--- config.mk ---
export PLATFORM = sky130hd
export DESIGN_NAME = lav_colser
export DESIGN_NICKNAME = d
export VERILOG_FILES = /design/src/rtl/lav_pkg.sv /design/src/rtl/lav_colser.sv
export SDC_FILE = /design/constraint.sdc
export NUM_CORES = 1
export LEC_CHECK = 0
export CAP_MARGIN = 20
export CORE_AREA = 2 2 253 255
export DETAILED_ROUTE_END_ITERATION = 8
export DIE_AREA = 0 0 255 257
export DONT_BUFFER_PORTS = 1
export GPL_TIMING_DRIVEN = 0
export PLACE_DENSITY = 0.44
export SYNTH_ARGS = -nofsm -noshare
export SYNTH_HDL_FRONTEND = slang
export SYNTH_SLANG_ARGS = --single-unit
--- constraint.sdc ---
create_clock -name clk -period 28 [get_ports clk]
set_clock_uncertainty 0.1 [all_clocks]
set_input_delay 1.4 -clock clk [delete_from_list [all_inputs] [get_ports clk]]
set_output_delay 1.4 -clock clk [all_outputs]
set_load 0.01 [all_outputs]
--- src/rtl/lav_pkg.sv ---
// Shared types, constants and arithmetic helpers for the look-at view matrix block.
package lav_pkg;

	localparam int QW        = 32;
	localparam int MW        = 61;
	localparam int SW        = 31;
	localparam int SHW       = 6;
	localparam int EW        = 24;
	localparam int DDW       = 64;
	localparam int NW        = 49;
	localparam int RT_STEPS  = 31;
	localparam int DV_STEPS  = 18;
	localparam int SCALE_MSB = 29;
	localparam int FRAC      = 16;

	typedef logic signed [QW-1:0]    q_t;
	typedef logic [MW-1:0]           mag_t;
	typedef logic signed [SW-1:0]    sc_t;
	typedef logic signed [2*SW-1:0]  pr_t;
	typedef logic signed [EW-1:0]    e_t;
	typedef logic signed [2*EW-1:0]  ep_t;
	typedef logic signed [EW+QW-1:0] dp_t;
	typedef logic signed [DDW-1:0]   w_t;
	typedef logic [SHW-1:0]          sh_t;
	typedef logic [1:0]              col_t;

	localparam q_t   Q_ONE    = 32'sd65536;
	localparam w_t   W_QMAX   = 64'sd2147483647;
	localparam w_t   W_QMIN   = -64'sd2147483648;
	localparam col_t COL_LAST = 2'd3;

	typedef struct packed {
		logic force_identity;
		q_t   eye_x;
		q_t   eye_y;
		q_t   eye_z;
		q_t   target_x;
		q_t   target_y;
		q_t   target_z;
		q_t   up_hint_x;
		q_t   up_hint_y;
		q_t   up_hint_z;
	} req_t;

	typedef struct {
		logic frc;
		logic degen;
		q_t   eye [3];
		sc_t  d   [3];
		sc_t  p   [3];
	} fo_t;

	typedef struct {
		logic frc;
		logic degen;
		q_t   eye [3];
		e_t   f   [3];
		e_t   up  [3];
	} uo_t;

	typedef struct {
		logic degen;
		q_t   m [4][4];
	} mat_t;

	function automatic sh_t msb_pos(input mag_t m);
		sh_t p;
		p = '0;
		for (int i = 0; i < MW; i++) begin
			if (m[i]) p = SHW'(i);
		end
		return p;
	endfunction

	function automatic sc_t scale(input mag_t m, input logic neg, input sh_t p);
		mag_t          t;
		logic [SW-2:0] r;
		if (p < SHW'(SCALE_MSB)) t = m << (SHW'(SCALE_MSB) - p);
		else t = m >> (p - SHW'(SCALE_MSB));
		r = t[SW-2:0];
		return neg ? -sc_t'({1'b0, r}) : sc_t'({1'b0, r});
	endfunction

	function automatic mag_t pmag(input pr_t v);
		pr_t a;
		a = v[2*SW-1] ? -v : v;
		return a[MW-1:0];
	endfunction

	function automatic mag_t mag33(input logic signed [QW:0] v);
		logic signed [QW:0] a;
		a = v[QW] ? -v : v;
		return MW'(unsigned'(a));
	endfunction

	function automatic w_t round16(input w_t v);
		logic [DDW-1:0] m;
		m = v[DDW-1] ? DDW'(-v) : DDW'(v);
		m = (m + (DDW'(1) << (FRAC - 1))) >> FRAC;
		return v[DDW-1] ? -w_t'(m) : w_t'(m);
	endfunction

	function automatic q_t sat32(input w_t v);
		if (v > W_QMAX) return QW'(W_QMAX);
		if (v < W_QMIN) return QW'(W_QMIN);
		return QW'(v);
	endfunction

endpackage

--- src/rtl/lav_colser.sv ---
// Result register: holds one finished matrix and hands it out a column per transaction.
module lav_colser (
	input  logic          clk,
	input  logic          arst_n,
	input  logic          load_valid,
	input  lav_pkg::mat_t load_item,
	output logic          can_load,
	output logic          rsp_valid,
	input  logic          rsp_ready,
	output lav_pkg::col_t column_index,
	output lav_pkg::q_t   entry_row0,
	output lav_pkg::q_t   entry_row1,
	output lav_pkg::q_t   entry_row2,
	output lav_pkg::q_t   entry_row3,
	output logic          last_column,
	output logic          degenerate
);
	import lav_pkg::*;

	logic busy_q;
	col_t col_q;
	mat_t mat_q;

	assign can_load = !busy_q || (rsp_ready && col_q == COL_LAST);

	always_ff @(posedge clk or negedge arst_n) begin
		if (!arst_n) begin
			busy_q <= 1'b0;
			col_q  <= '0;
		end else if (can_load) begin
			busy_q <= load_valid;
			col_q  <= '0;
		end else if (rsp_ready) begin
			col_q <= col_q + 2'd1;
		end
	end

	always_ff @(posedge clk) begin
		if (can_load && load_valid) mat_q <= load_item;
	end

	assign rsp_valid    = busy_q;
	assign column_index = col_q;
	assign entry_row0   = mat_q.m[0][col_q];
	assign entry_row1   = mat_q.m[1][col_q];
	assign entry_row2   = mat_q.m[2][col_q];
	assign entry_row3   = mat_q.m[3][col_q];
	assign last_column  = (col_q == COL_LAST);
	assign degenerate   = mat_q.degen;

endmodule

# Word-level counts from Yosys, hierarchy flattened

Index checks and enable logic that the tools add are counted.

Register bits: 516
Bits of input ports: 517
Output and inout port bits: 134

$add $sub $neg: 1
Magnitude comparators: 1
Eq/ne operators: 1
Muxes and demuxes: 14
Bitwise gates (word level): 1
Reductions and logical operators: 5

Operator list:

| operator                                     | number |
|---|---|
| binary-select mux 32 bit (select 2 bit)      | 4 |
| two-way mux 32 bit                           | 8 |
| two-way mux 2 bit                            | 2 |
| >= comparator 3 bit (second input constant)  | 1 |
| NOT 2 -> 3 bit                               | 1 |
| adder 2 x 1 -> 2 bit (second input constant) | 1 |
| equality test 2 bit (second input constant)  | 1 |
| logical AND 1 bit                            | 2 |
| nonzero test 2 bit                           | 1 |
| logical NOT 1 bit                            | 1 |
| logical OR 1 bit                             | 1 |

# Depth between registers and ports, before layout

Gate-level depths: netlist of run 1.

Depth after elaboration: 4
Mapped depth: 5

# Worst setup path before layout of run 1

OpenSTA, ideal clock, no wires.

Kind: input port to flip-flop
Start: input rsp_ready
End: register mat_q, in the netlist degenerate, enable pin
Setup time: 1.454 ns
Data arrival time: 23.907 ns
Path slack: 2.539 ns
Stages: 2
Path buffers: 0
Cell sequence: a21boi_0 nor2b_1

Longest elaborated chain between the ends: 3

RTL lines:

| item                   | RTL line         | source |
|---|---|---|
| start: declaration     | lav_colser.sv:9  | `input logic rsp_ready,` |
| logical AND 1 bit      | lav_colser.sv:24 | `assign can_load = !busy_q \|\| (rsp_ready && col_q == COL_LAST);` |
| logical OR 1 bit       | lav_colser.sv:24 |  |
| logical AND 1 bit      | lav_colser.sv:39 | `if (can_load && load_valid) mat_q <= load_item;` |
| end signal: assignment | lav_colser.sv:39 |  |
| end: declaration       | lav_colser.sv:22 | `mat_t mat_q;` |

Every way passes these cells.
A chain may end at the register's enable or synchronous reset.

# Final worst setup path of run 1

Start: register col_q[1], in the netlist column_index[1]
End: output entry_row2[21]

Longest elaborated chain between the ends: 4

RTL lines:

| item                                                  | RTL line         | source |
|---|---|---|
| start: declaration                                    | lav_colser.sv:21 | `col_t col_q;` |
| start signal: assignment                              | lav_colser.sv:34 | `col_q <= col_q + 2'd1;` |
| NOT 2 -> 3 bit (implied by the code)                  | lav_colser.sv:46 | `assign entry_row2 = mat_q.m[2][col_q];` |
| binary-select mux 32 bit (select 2 bit)               | lav_colser.sv:46 |  |
| two-way mux 32 bit (implied by the code) (2 in a row) | lav_colser.sv:46 |  |
| end: declaration                                      | lav_colser.sv:13 | `output lav_pkg::q_t entry_row2,` |

Every way passes these cells. The select of a mux whose other input is x is not followed.

==> metrics.txt, run 1 <==
Die Area=65,500 um2; category of the most critical setup path=reg -> out; CTS tree=yes; startpoint types=register; buffers and inverters on the worst path=3; Clk pin slew, worst setup/hold paths=60 ps; Worst Setup Slack post-DPL=23,980 ps; number of detailed-routing iterations run before antenna repair=4; critical path endpoint=entry_row2[21]; cells on worst reg2reg path=8; Fmax achieved=246 MHz; crit path DAT=2570 ps; via count=7,666; first element of the critical path=column_index[1]$_DFFE_PN0P_; total number of yosys warnings=0; part of the cycle the worst path needs=14.5%; number of gates on the worst path with buffers counted=4; Worst IR Drop VDD=0.0554 mV; routability-driven placement congestion ratio=0.823; vertical die dimension=257 um; buffers from clock root to sink, at most=3; total power=0.00219 W; average size of a mapped cell=27.3 um2; leakage power=6.66 nW; crit end category=output port; initial detailed-routing violation count=615; Placeable Area=62,700 um2; Yosys cell types=18; power per cell area=99.8 nW/um2; master cell of the clock root buffer=sky130_fd_sc_hd__clkbuf_16; stage delay of the slowest cell on the critical path=480 ps; # port buffers=0; Slew Limit Headroom=49.3%; final setup violation count=0; placed cell areas=20,000 um2; post-detailed-route wirelength per cell=28.1 um; Crit path required time=26,500 ps; number of standard-cell rows in the floorplan=92; Routed Wire Length=46,800 um; final std cell area, no fill=21,900 um2; area of the mapped netlist=18,700 um2; post-synthesis cell count=684; result of the run=complete, no violations; placed cell count=1,545; total gr overflow=0; starting density of the core=29.7%; routed vias/inst=4.60; slowest cell on the critical path=sky130_fd_sc_hd__dfrtp_1; synth-to-layout area growth=17.5%; wire length of the first global-routing pass=62,900 um; net total in the final layout=1,273; number of cells upsized or downsized after cts=0; final count of pins violating max slew=0; CP cell instances=clkbuf_1, buf_8, buf_2, mux4_2; number of buffers inserted by hold repair at cts=0; post-synthesis sequential element count=516; transition at the pin with the smallest max-transition slack=759 ps; unrepaired setup endpoints after global routing=no; DP Wirelength=36,100 um; Top delay family on crit path=buffers and inverters; clk_lat worst skew=600 ps; number of standard cells in the final layout excluding fillers=1,667; die width=255 um; post-synthesis sequential area ratio=83.0%; CTS H-tree lvls=2; end of the worst register-to-register path=mat_q[316]$_DFFE_PP_; pin count of the biggest net entering global routing=43; Max Cap Viol=0; setup TNS=0 ps; area used by multi-input combinational logic=2970 um2; nets in the synthesized netlist=1,202; total I/O pin count=651; buffers inserted by post-CTS timing repair=0; sequential cell area=15,500 um2; final antenna-violating net count=0; Reg-to-Reg Start=column_index[1]$_DFFE_PN0P_; Final Hold Vio Count=0; number of CTS-inserted buffers=54; proportion of layout cells with a drive suffix above 1=32.0%; number of clock sinks=516; register-to-register setup slack=24,470 ps; clock period minus worst slack=4070 ps; global routing usage summed across all routing layers=13.8%; type of the tightest min-delay check=in -> async; highest fanout seen on the critical path=10; worst path setup slack after routing=23,930 ps; number of fill cells=5,688; initial antenna violation count=34; via count of the first global-routing pass=8,460; count of unresolved DRC violations after routing=0
-- worst min path at each step --
| stage | from | to | slack [ps] | cells after the start |
|---|---|---|---|---|
| floorplan | rsp_valid$_DFFE_PN0P_ | column_index[0]$_DFFE_PN0P_ | 450 | 1 |
| global placement | rsp_valid$_DFFE_PN0P_ | column_index[0]$_DFFE_PN0P_ | 540 | 1 |
| detailed placement | rsp_valid$_DFFE_PN0P_ | column_index[0]$_DFFE_PN0P_ | 520 | 1 |
| CTS | arst_n | rsp_valid$_DFFE_PN0P_ | 340 | 0 |
| global route | arst_n | rsp_valid$_DFFE_PN0P_ | 340 | 0 |
| finish | arst_n | rsp_valid$_DFFE_PN0P_ | 390 | 0 |
-- per-layer routing --
| metal | wire length (um) | vias to the layer above | track usage (%) |
|---|---|---|---|
| li1 | - | 3169 | - |
| met1 | 14600 | 3865 | 13.6 |
| met2 | 24400 | 493 | 24.2 |
| met3 | 6120 | 119 | 7.01 |
| met4 | 1640 | 20 | 5.82 |
| met5 | 124 | - | 0 |
-- final cells by class --
cell class / instances / share of cell area (%)
diodes: 21 / 0.240
plain buffers: 29 / 1.00
clock buffers: 64 / 6.43
clock inverters: 37 / 1.92
inverters: 1 / 0.0171
multi-input cells: 138 / 13.5
flip-flops and latches: 516 / 70.6
well taps: 846 / 4.83
repair buffers: 15 / 1.42
-- power breakdown --
| group | internal (W) | total (W) | leakage [nW] | switching [W] |
|---|---|---|---|---|
| Sequential | 0.000944 | 0.000965 | 4.69 | 0.0000213 |
| Combinational | 0.000207 | 0.000490 | 1.08 | 0.000284 |
| Clock | 0.000435 | 0.000732 | 0.898 | 0.000298 |
-- flip-flops by register name, indices dropped and copies added (netlist names) --
| name | cells |
|---|---|
| degenerate | 1 |
| rsp_valid | 1 |
| column_index | 2 |
| mat_q | 512 |
-- cell usage after synthesis (all sizes together) --
master | n | area (um2)
nand3b | 1 | 7.51
buf | 26 | 208
o21a | 1 | 7.51
inv | 1 | 3.75
or2 | 1 | 6.26
clkbuf | 3 | 12.5
mux4 | 128 | 2880
a21boi | 2 | 15.0
edfxtp | 513 | 15400
nand2b | 1 | 6.26
nor2b | 2 | 12.5
dfrtp | 3 | 75.1
nor3b | 1 | 7.51
ha | 1 | 12.5
-- worst reg2reg max path, delay by kind of cell (launching register included) --
family,cells,cell delay (ps)
flops,1,480
compound gates,1,260
fa+ha+maj,1,360
buf+inv,5,1310
simple gates,1,660
-- cell families (layout without fill, tap and decap cells) --
logic type / count (synthesis) / count (layout) / synth area share (%)
AOI/OAI and AO/OA: 3 / 3 / 0.121
buffers and inverters: 30 / 146 / 1.20
other: 0 / 21 / 0
muxes: 128 / 128 / 15.4
and+or+nand+nor: 6 / 6 / 0.215
adders and majority gates: 1 / 1 / 0.0670
DFF: 516 / 516 / 83.0
-- placed cells by master (no fill, tap or decap) --
cell type,Yosys,routed
sky130_fd_sc_hd__a21boi_0,2,2
sky130_fd_sc_hd__buf_12,0,12
sky130_fd_sc_hd__buf_16,0,2
sky130_fd_sc_hd__buf_2,13,13
sky130_fd_sc_hd__buf_4,2,2
sky130_fd_sc_hd__buf_6,10,10
sky130_fd_sc_hd__buf_8,1,2
sky130_fd_sc_hd__bufinv_16,0,8
sky130_fd_sc_hd__clkbuf_1,2,11
sky130_fd_sc_hd__clkbuf_16,0,55
sky130_fd_sc_hd__clkbuf_2,1,1
sky130_fd_sc_hd__clkinv_1,0,8
sky130_fd_sc_hd__clkinv_2,0,13
sky130_fd_sc_hd__clkinv_4,0,2
sky130_fd_sc_hd__clkinv_8,0,2
sky130_fd_sc_hd__clkinvlp_4,0,2
sky130_fd_sc_hd__dfrtp_1,3,3
sky130_fd_sc_hd__diode_2,0,21
sky130_fd_sc_hd__edfxtp_1,513,513
sky130_fd_sc_hd__ha_1,1,1
sky130_fd_sc_hd__inv_1,1,1
sky130_fd_sc_hd__inv_6,0,1
sky130_fd_sc_hd__inv_8,0,1
sky130_fd_sc_hd__mux4_2,128,128
sky130_fd_sc_hd__nand2b_1,1,1
sky130_fd_sc_hd__nand3b_1,1,1
sky130_fd_sc_hd__nor2b_1,2,1
sky130_fd_sc_hd__nor2b_4,0,1
sky130_fd_sc_hd__nor3b_1,1,1
sky130_fd_sc_hd__o21a_1,1,1
sky130_fd_sc_hd__or2_2,1,1
-- through the flow --
stage / utilization, % / hold slack [ps]
2_1_floorplan: - / 453
3_3_place_gp: 31.4 / 536
3_5_place_dp: 31.9 / 521
4_1_cts: 34.9 / 337
5_1_grt: 34.9 / 342
6_report: 34.9 / 386
No activity file was read; power rests on OpenSTA's default activity.
==> run 2: changes to the inputs <==
- CORE_AREA: 2 2 253 255 -> 2 2 254 256
- DIE_AREA: 0 0 255 257 -> 0 0 256 258
- PLACE_DENSITY: 0.44 -> 0.46
- clock period: 28 -> 3.7 ns (I/O delays scaled with it)
==> run 2 against run 1 <==
Against the previous run: the flow now stops in clock tree synthesis (4_1_cts); synthesized area unchanged; synthesized cell count unchanged.
==> metrics.txt, run 2 <==
tool error=[ERROR RSZ-0060] Max buffer count reached.; main flop type after synthesis=sky130_fd_sc_hd__edfxtp_1; average size of a mapped cell=27.3 um2 (unchanged); count of flip-flops with a built-in enable after synthesis=513 (unchanged); share of the synthesized area in the top cell type=82.5% (unchanged); starting density of the core=29.3% (-0.43 points); total number of yosys warnings=0 (unchanged); biggest area contributors in the synthesized netlist=sky130_fd_sc_hd__edfxtp_1 (83%), sky130_fd_sc_hd__mux4_2 (15%), sky130_fd_sc_hd__buf_6 (0.60%); result of the run=stopped before the end; Synth top cells by count=sky130_fd_sc_hd__edfxtp_1 (513), sky130_fd_sc_hd__mux4_2 (128), sky130_fd_sc_hd__buf_2 (13), sky130_fd_sc_hd__buf_6 (10), sky130_fd_sc_hd__dfrtp_1 (3); count leader, synth=sky130_fd_sc_hd__edfxtp_1; vertical die dimension=258 um (+0.39%); number of cells upsized or downsized after cts=0 (unchanged); master cell of the clock root buffer=sky130_fd_sc_hd__clkbuf_16; total I/O pin count=651 (unchanged); Worst Setup Slack post-DPL=489 ps (-23,490 ps); routability-driven placement congestion ratio=0.823 (about the same); post-synthesis sequential element count=516 (unchanged); Yosys cell types=18 (unchanged); FFs w/ async S/R, synth=0.581% (unchanged); DP Wirelength=36,100 um (about the same); post-synthesis cell count=684 (unchanged); CTS H-tree lvls=2 (unchanged); buffers from clock root to sink, at most=3 (unchanged); buffers inserted by post-CTS timing repair=0 (unchanged); post-synthesis sequential area ratio=83.0% (unchanged); # port buffers=0 (unchanged); number of clock sinks=516 (unchanged); die width=256 um (+0.39%); number of buffers inserted by hold repair at cts=333 (+333); number of CTS-inserted buffers=56 (+3.7%); number of standard-cell rows in the floorplan=93 (+1.1%); area of the mapped netlist=18,700 um2 (unchanged); top cell type by total area after synthesis=sky130_fd_sc_hd__edfxtp_1; nets in the synthesized netlist=1,202 (unchanged); last step reached=clock tree synthesis (4_1_cts)
-- run 2: cell counts after synthesis --
No cell type changed its count.
-- run 2: logic make-up after synthesis --
group,Yosys count,synth area share (%)
compound gates,3,0.121
fa+ha+maj,1,0.0670
buf+inv,30,1.20
flops,516,83.0
mux,128,15.4
simple gates,6,0.215
-- run 2: stage by stage --
step | area, um2 | instances
after floorplan | 18700 | 684
after global placement | 19800 | 1539
after detailed placement | 20100 | 1556
==> run 3: changes to the inputs <==
- PLACE_DENSITY: 0.46 -> default
- PLACE_DENSITY_LB_ADDON: default -> 0.15
- clock period: 3.7 -> 4.8 ns (I/O delays scaled with it)
==> run 3 against run 2 <==
Against the previous run: the flow again stops in clock tree synthesis (4_1_cts); synthesized area unchanged; synthesized cell count did not move.
==> metrics.txt, run 3 <==
buffers from clock root to sink, at most=3 (unchanged); FFs w/ async S/R, synth=0.581% (unchanged); number of buffers inserted by hold repair at cts=332 (-0.30%); top cell type by total area after synthesis=sky130_fd_sc_hd__edfxtp_1; post-synthesis sequential area ratio=83.0% (unchanged); area of the mapped netlist=18,700 um2 (unchanged); Yosys cell types=18 (unchanged); DP Wirelength=35,600 um (-1.2%); nets in the synthesized netlist=1,202 (unchanged); share of the synthesized area in the top cell type=82.5% (unchanged); number of clock sinks=516 (unchanged); # port buffers=0 (unchanged); placed cell areas=20,000 um2 (-0.41%); total number of yosys warnings=0 (unchanged); CTS H-tree lvls=2 (unchanged); buffers inserted by post-CTS timing repair=0 (unchanged); total I/O pin count=651 (unchanged); count of flip-flops with a built-in enable after synthesis=513 (unchanged); number of CTS-inserted buffers=56 (unchanged); average size of a mapped cell=27.3 um2 (unchanged); count leader, synth=sky130_fd_sc_hd__edfxtp_1; starting density of the core=29.3% (unchanged); number of cells upsized or downsized after cts=0 (unchanged); Synth top cells by count=sky130_fd_sc_hd__edfxtp_1 (513), sky130_fd_sc_hd__mux4_2 (128), sky130_fd_sc_hd__buf_2 (13), sky130_fd_sc_hd__buf_6 (10), sky130_fd_sc_hd__dfrtp_1 (3); result of the run=stopped before the end; biggest area contributors in the synthesized netlist=sky130_fd_sc_hd__edfxtp_1 (83%), sky130_fd_sc_hd__mux4_2 (15%), sky130_fd_sc_hd__buf_6 (0.60%); post-synthesis sequential element count=516 (unchanged); routability-driven placement congestion ratio=0.831 (+1.0%); master cell of the clock root buffer=sky130_fd_sc_hd__clkbuf_16; vertical die dimension=258 um (unchanged); tool error=[ERROR RSZ-0060] Max buffer count reached.; last step reached=clock tree synthesis (4_1_cts); main flop type after synthesis=sky130_fd_sc_hd__edfxtp_1; die width=256 um (unchanged); post-synthesis cell count=684 (unchanged); number of standard-cell rows in the floorplan=93 (unchanged)
run 3: kinds of logic after synthesis:
group / count (synthesis) / share of synthesized area (%)
adder cells (fa/ha/maj): 1 / 0.0670
buffers and inverters: 30 / 1.20
multiplexers: 128 / 15.4
AND/OR/NAND/NOR: 6 / 0.215
flip-flops: 516 / 83.0
AO/OA/AOI/OAI: 3 / 0.121
run 3: stage by stage:
step                      cells  hold WS, ps  setup WS, ps
after floorplan             684         -156         -3970
after global placement     1539         -155         -6050
after detailed placement   1553         -155          1690
